==> src/hw/rtl/fpr_pkg.sv <==
// Shared types and constants for the FIFO page replacement block.
// No dependencies; used by fpr_cell, the top level and the checker.
`default_nettype none

package fpr_pkg;

    // Frame count register
    localparam int              CFG_W     = 4;
    localparam logic [CFG_W-1:0] FIU_RESET = 4'd8;

    // Saturating totals
    localparam int               CNT_W   = 32;
    localparam logic [CNT_W-1:0] CNT_MAX = '1;

    // Per-cell status handed back to the control logic
    typedef struct packed {
        logic hit;       // token found a matching resident page here
        logic miss_end;  // token reached the last active frame without a match
    } fpr_cell_stat_t;

    // Slot index width for a given frame count (at least one bit)
    function automatic int slot_bits(input int frames);
        return (frames > 1) ? $clog2(frames) : 1;
    endfunction

endpackage

`default_nettype wire

==> src/hw/rtl/fpr_cell.sv <==
// One frame cell: holds a resident page and its valid bit, checks the
// passing search token against it. Depends on fpr_pkg.
`default_nettype none

module fpr_cell #(
    parameter int FRAMES    = 8,
    parameter int PAGE_BITS = 16,
    parameter int IDX       = 0,
    localparam int SLOT_W   = fpr_pkg::slot_bits(FRAMES)
) (
    input  wire logic                  clk,
    input  wire logic                  rst_n,
    input  wire logic                  tok_in,
    input  wire logic [PAGE_BITS-1:0]  page,
    input  wire logic [SLOT_W-1:0]     last_idx,
    input  wire logic                  wr_en,
    output logic                       tok_out,
    output fpr_pkg::fpr_cell_stat_t    stat
);
    import fpr_pkg::*;

    logic                 tok_reg;
    logic                 valid_reg;
    logic                 valid_next;
    logic [PAGE_BITS-1:0] page_reg;
    logic                 match;
    logic                 at_last;

    // Compare and hand-off
    assign match   = tok_reg && valid_reg && (page_reg == page);
    assign at_last = (SLOT_W'(IDX) == last_idx);
    assign tok_out = tok_reg && !match && !at_last;

    always_comb
    begin
        stat.hit      = match;
        stat.miss_end = tok_reg && !match && at_last;
    end

    assign valid_next = valid_reg || wr_en;

    // Token and valid bit
    always_ff @(posedge clk or negedge rst_n)
    begin
        if (!rst_n)
        begin
            tok_reg   <= 1'b0;
            valid_reg <= 1'b0;
        end
        else
        begin
            tok_reg   <= tok_in;
            valid_reg <= valid_next;
        end
    end

    // Page storage, written on replacement
    always_ff @(posedge clk)
    begin
        if (wr_en)
        begin
            page_reg <= page;
        end
    end

endmodule

`default_nettype wire

==> src/hw/rtl/fifo_page_replacement_top.sv <==
// Top level of the FIFO page replacement block: request control, replace
// pointer, totals and the row of fpr_cell frames. Depends on fpr_pkg.
//
//  channel   | handshake            | payload
//  ----------+----------------------+------------------------------------------
//  request   | start / busy         | page_number
//  result    | done (1-cycle strobe)| hit, frame_slot, fault_total, request_total
//  config    | cfg_wr_en            | frames_in_use
//
// A request is taken when start is high and busy low. A search token walks
// the cell row one frame per cycle from slot 0 and stops at the first hit or
// at the last active frame; that outcome is registered into done and the
// result, and busy stays high until the done cycle.
// Reset clears valid bits, pointer and totals and sets the frame count to 8.
// Results cannot be stalled; done is high for exactly one cycle.
`default_nettype none

module fifo_page_replacement_top #(
    parameter int FRAMES    = 8,
    parameter int PAGE_BITS = 16,
    localparam int SLOT_W   = fpr_pkg::slot_bits(FRAMES)
) (
    input  wire logic                         clk,
    input  wire logic                         rst_n,
    input  wire logic                         start,
    output logic                              busy,
    input  wire logic [PAGE_BITS-1:0]         page_number,
    input  wire logic                         cfg_wr_en,
    input  wire logic [fpr_pkg::CFG_W-1:0]    frames_in_use,
    output logic                              done,
    output logic                              hit,
    output logic [SLOT_W-1:0]                 frame_slot,
    output logic [fpr_pkg::CNT_W-1:0]         fault_total,
    output logic [fpr_pkg::CNT_W-1:0]         request_total
);
    import fpr_pkg::*;

    logic                 busy_reg,      busy_next;
    logic                 done_reg,      done_next;
    logic                 hit_reg;
    logic [SLOT_W-1:0]    slot_reg,      slot_next;
    logic [CNT_W-1:0]     fault_cnt_reg, fault_cnt_next;
    logic [CNT_W-1:0]     req_cnt_reg,   req_cnt_next;
    logic [SLOT_W-1:0]    ptr_reg,       ptr_next;
    logic [SLOT_W-1:0]    last_idx_reg,  last_idx_next;
    logic [CFG_W-1:0]     fiu_reg,       fiu_next;
    logic [PAGE_BITS-1:0] req_page_reg;

    logic                 accept;
    logic                 any_hit;
    logic                 any_miss;
    logic [SLOT_W-1:0]    hit_idx;
    logic [SLOT_W-1:0]    place;

    logic                 tok_link [FRAMES];
    logic                 wr_vec   [FRAMES];
    fpr_cell_stat_t       cell_stat[FRAMES];

    assign accept = start && !busy_reg;

    // Effective last frame index: frame count clamped into 1..FRAMES
    always_comb
    begin
        if (fiu_reg == '0)
            last_idx_next = '0;
        else if (int'(fiu_reg) > FRAMES)
            last_idx_next = SLOT_W'(FRAMES - 1);
        else
            last_idx_next = SLOT_W'(fiu_reg - 1'b1);
    end

    // Cell row
    assign tok_link[0] = accept;

    for (genvar i = 0; i < FRAMES; i++)
    begin : g_cell
        assign wr_vec[i] = any_miss && (place == SLOT_W'(i));

        if (i < FRAMES - 1)
        begin : g_mid
            fpr_cell #(
                .FRAMES    (FRAMES),
                .PAGE_BITS (PAGE_BITS),
                .IDX       (i)
            ) u_cell (
                .clk      (clk),
                .rst_n    (rst_n),
                .tok_in   (tok_link[i]),
                .page     (req_page_reg),
                .last_idx (last_idx_reg),
                .wr_en    (wr_vec[i]),
                .tok_out  (tok_link[i+1]),
                .stat     (cell_stat[i])
            );
        end
        else
        begin : g_end
            fpr_cell #(
                .FRAMES    (FRAMES),
                .PAGE_BITS (PAGE_BITS),
                .IDX       (i)
            ) u_cell (
                .clk      (clk),
                .rst_n    (rst_n),
                .tok_in   (tok_link[i]),
                .page     (req_page_reg),
                .last_idx (last_idx_reg),
                .wr_en    (wr_vec[i]),
                .tok_out  (),
                .stat     (cell_stat[i])
            );
        end
    end

    // Collect cell status; at most one cell holds the token
    always_comb
    begin
        any_hit  = 1'b0;
        any_miss = 1'b0;
        hit_idx  = '0;
        for (int i = 0; i < FRAMES; i++)
        begin
            any_hit  = any_hit  | cell_stat[i].hit;
            any_miss = any_miss | cell_stat[i].miss_end;
            hit_idx  = hit_idx  | (cell_stat[i].hit ? SLOT_W'(i) : '0);
        end
    end

    // Replacement slot: pointer beyond the active range falls back to slot 0
    assign place = (ptr_reg <= last_idx_reg) ? ptr_reg : '0;

    // Next-state logic
    always_comb
    begin
        busy_next      = busy_reg;
        done_next      = 1'b0;
        slot_next      = slot_reg;
        fault_cnt_next = fault_cnt_reg;
        req_cnt_next   = req_cnt_reg;
        ptr_next       = ptr_reg;
        fiu_next       = cfg_wr_en ? frames_in_use : fiu_reg;

        if (accept)
            busy_next = 1'b1;

        if (any_hit || any_miss)
        begin
            busy_next    = 1'b0;
            done_next    = 1'b1;
            req_cnt_next = (req_cnt_reg == CNT_MAX) ? req_cnt_reg : req_cnt_reg + 1'b1;
            slot_next    = any_hit ? hit_idx : place;
        end

        if (any_miss)
        begin
            ptr_next       = (place == last_idx_reg) ? '0 : place + 1'b1;
            fault_cnt_next = (fault_cnt_reg == CNT_MAX) ? fault_cnt_reg
                                                        : fault_cnt_reg + 1'b1;
        end
    end

    // Control registers
    always_ff @(posedge clk or negedge rst_n)
    begin
        if (!rst_n)
        begin
            busy_reg      <= 1'b0;
            done_reg      <= 1'b0;
            fault_cnt_reg <= '0;
            req_cnt_reg   <= '0;
            ptr_reg       <= '0;
            fiu_reg       <= FIU_RESET;
        end
        else
        begin
            busy_reg      <= busy_next;
            done_reg      <= done_next;
            fault_cnt_reg <= fault_cnt_next;
            req_cnt_reg   <= req_cnt_next;
            ptr_reg       <= ptr_next;
            fiu_reg       <= fiu_next;
        end
    end

    // Request and result payload
    always_ff @(posedge clk)
    begin
        if (accept)
        begin
            req_page_reg <= page_number;
            last_idx_reg <= last_idx_next;
        end
        if (any_hit || any_miss)
        begin
            hit_reg <= any_hit;
        end
        slot_reg <= slot_next;
    end

    assign busy          = busy_reg;
    assign done          = done_reg;
    assign hit           = hit_reg;
    assign frame_slot    = slot_reg;
    assign fault_total   = fault_cnt_reg;
    assign request_total = req_cnt_reg;

endmodule

`default_nettype wire

==> config.mk <==
export PLATFORM = sky130hd
export DESIGN_NAME = fifo_page_replacement_top
export DESIGN_NICKNAME = d
export VERILOG_FILES = /design/src/hw/rtl/fpr_pkg.sv /design/src/hw/rtl/fpr_cell.sv /design/src/hw/rtl/fifo_page_replacement_top.sv
export SDC_FILE = /design/constraint.sdc
export NUM_CORES = 1
export LEC_CHECK = 0
export BUFFER_PORTS_ARGS = -buffer_cell sky130_fd_sc_hd__buf_2
export CORE_MARGIN = 2
export CORE_UTILIZATION = 64
export DETAILED_ROUTE_END_ITERATION = 16
export PLACE_DENSITY_LB_ADDON = 0.12
export SLEW_MARGIN = 10
export SYNTH_ARGS = -nofsm -noshare
export SYNTH_HDL_FRONTEND = slang
export SYNTH_SLANG_ARGS = --single-unit
==> constraint.sdc <==
create_clock -name clk -period 4.5 [get_ports clk]
set_input_delay 0.675 -clock clk [delete_from_list [all_inputs] [get_ports clk]]
set_output_delay 0.675 -clock clk [all_outputs]
set_load 0.05 [all_outputs]
==> results.md <==
* Design Area, Final at 0.0121 mm2
* Routing usage on met2 at 0.399
* Core area at 0.0164 mm2
* Post-synthesis compound-gate area fraction at 0.0181
* GP Congestion at 0.899
* I/O pins at 94
* WS Path Type: flip-flop to flip-flop
* Post-synthesis xor/xnor area fraction at 0.159
* Residual DRC at 0
* DIE WIDTH at 133 um
* Diodes inserted at 0
* Mux contribution to synthesized area at 0.00425
* Fin nets at 933
* Largest net degree at the start of global routing at 50
* Clk_lat worst skew at 520 ps
* Mean Syn Cell Area at 13.4 um2
* Starting Density at 0.646
* Count leader, synth: edfxtp_1
* Via-to-Cell Ratio at 5.74
* Port bufs at 93
* Routed wire per std cell at 18.9 um
* Power density over cell area at 409 mW/mm2
* Final Power at 4.96 mW
* Ys Warns at 0
* Layout Area Growth over Synthesis at 14.4%
* Largest family of logic cells by synthesized area: XOR/XNOR gates
* CP Data Required Time at 4890 ps
* Worst Setup SP: req_page_reg[3]
* Ranking of synthesized cells by area: edfxtp_1 43%, dfrtp_1 21%, xor2_1 11%, xnor2_1 5.4%, nand2_1 1.9%
* CTS tree: done
* Run status: completed
* Final HPWL from detailed placement at 14300 um
* Clock Pin Slew Worst Setup and Hold Paths at 60 ps
* Met3 Use GR at 0.0421
* Die height at 133 um
* Post-Route Setup TNS at 0 ps
* Worst Tran Pin Value at 987 ps
* H-tree level count at 1
* Critical path endpoint category: flip-flop
* GRT Util Overall at 0.248
* Placed Area at 0.0113 mm2
* Clock Skews at 18.4 ps
* # setup viols final at 0
* Async SR Flop Fraction at 0.371
* Fin util at 0.738
* Critical Path Fanout Max at 31
* Global-route wire length before repair at 34300 um
* Storage element area at 0.00676 mm2
* Synthesized area at 0.0106 mm2
* Flip-flop count of the largest register after layout at 112
* Grt ovf at 0
* CTS sink count at 240
* Fillers at 1079
* Crit path time final at 3850 ps
* Layout Cells excl Fill at 1136
* Startpoint types: flip-flop
* Final ANT Viol Nets at 0
* Fraction of layout cells with a size suffix above 1 at 0.182
* FMAX at 0.260 GHz
* Post-synth EDFFs at 151
* Grt met1 use at 0.366
* Die area at 0.0176 mm2
* Synth area leader: edfxtp_1
* Synth Register Bits at 240
* Hold_buf cts at 0
* R2r startpoint: req_page_reg[3]
* Max-slew violations at 0
* Routed wire length at 21400 um
* Peak VDD IR at 332 uV
* Hold Crit Class: input port to asynchronous set/reset pin
* Syn Nets at 828
* GRT busiest layer: met2
* First drt pass iteration count at 7
* Slew HR at 0.342
* Vias at 6516
* Commonest cells in the netlist: 151 x edfxtp_1, 127 x xor2_1, 88 x dfrtp_1
* Area of the multi-input gates at 0.00356 mm2
* LEAKAGE at 5.06 nW
* Clock Tree Buf Depth at 3
* Vias in the first global route at 6389
* Final worst path period share at 0.855
* Sequential fraction of the synthesis area at 0.639
* CTS resizes at 0
* Post-Synth Adder-Cell Area at 0.0151
* Clock root cell: clkbuf_16
* Max_cap viols at 0
* Number of hold violations in the final report at 0
* Critical path arrival at 4240 ps
* Post-CTS Repair Setup Buffers at 0
* Post-placement cell count at 1090
* Yosys cell types at 51
* Initial antenna violation count at 0
* Top-area cell type share of the netlist area at 0.428
* Simple-gate share of the synthesized area at 0.140
* Initial DRC count at 524
* RSZ-0062 raised after global routing: false
* Ys flop type: edfxtp_1
* Num CTS Buffers at 25
* Synth Instances at 792
* FP Rows at 47
==> per-layer routing <==
layer | up-vias | share of wire
li1 | 3020 | -
met1 | 3276 | 0.45
met2 | 192 | 0.48
met3 | 28 | 0.055
met4 | 0 | 0.015
met5 | - | 0
==> where the power goes <==
part,switching [mW],internal (mW),total (mW),leakage (nW)
clock,0.809,1.24,2.05,0.413
sequential,0.0701,2.41,2.48,2.57
combinational,0.292,0.140,0.433,2.08
total,1.17,3.79,4.96,5.06
==> cells in the final DEF, fill, tap and decap left out, types with 2 or more instances in the layout <==
cell	netlist	routed
edfxtp_1	151	151
xor2_1	127	127
buf_2	16	92
dfrtp_1	88	88
xnor2_1	65	65
nand2_1	54	54
nor3_1	39	39
nor4_1	31	31
nand4_1	29	29
clkbuf_16	0	27
nand3_1	24	24
nor2_1	23	23
inv_1	18	18
buf_4	6	17
and3_1	16	16
ha_1	12	12
o21ai_0	11	11
and2_1	8	8
or2_1	7	7
clkbuf_1	5	7
and4_1	6	6
or4_1	5	5
clkbuf_8	0	5
o21a_1	3	3
a21oi_1	3	3
nor3b_1	3	3
nand3_2	3	3
mux2_2	3	3
clkinv_2	0	3
a311oi_1	2	2
nand3b_1	2	2
o31ai_1	2	2
o22a_1	2	2
nor2_2	2	2
a21o_1	2	2
inv_6	0	2
==> metrics by stage <==
step           worst slack [ps]  hold slack [ps]
3_5_place_dp                798              457
3_3_place_gp                933              446
5_1_grt                     315              182
6_report                    652              134
4_1_cts                     727              161
2_1_floorplan              1650              379
==> critical path: stages, from the launching register on <==
cell	delay [ps]
edfxtp_1	900
xor2_1	140
nor4_1	420
nand4_1	230
o31ai_1	470
o22a_1	200
nand4_1	200
nor2_2	140
buf_4	320
inv_1	230
o21ai_2	130
mux2_1	330
==> kinds of logic (layout without fill, tap and decap cells) <==
kind of cell,Yosys count,in the layout
and+or+nand+nor,265,265
DFF,240,240
xor gates and xnor gates,192,192
buffers and inverters,50,174
AOI/OAI and AO/OA,28,28
adders and majority gates,13,13
muxes,4,4
==> area by class of cell <==
| cell class | instances | area share |
|---|---|---|
| Multi-Input combinational cell | 502 | 0.294 |
| Clock inverter | 7 | 0.00547 |
| Sequential cell | 240 | 0.558 |
| Tap cell | 220 | 0.0227 |
| Clock buffer | 39 | 0.0636 |
| Timing Repair Buffer | 110 | 0.0502 |
| Inverter | 18 | 0.00558 |
==> path summary, 6_finish.rpt <==
path	to	slack, ps	cells past startpoint
setup reg to reg	request_total[1]	650	11
hold / removal	g_cell[6].g_mid.u_cell.valid_reg	130	1
setup / recovery	request_total[1]	650	11
hold reg to reg	g_cell[7].g_end.u_cell.valid_reg	450	1
max in group asynchronous	request_total[19]	3330	2
min in group clk	req_page_reg[14]	330	1
(Power assumes the default switching activity.)
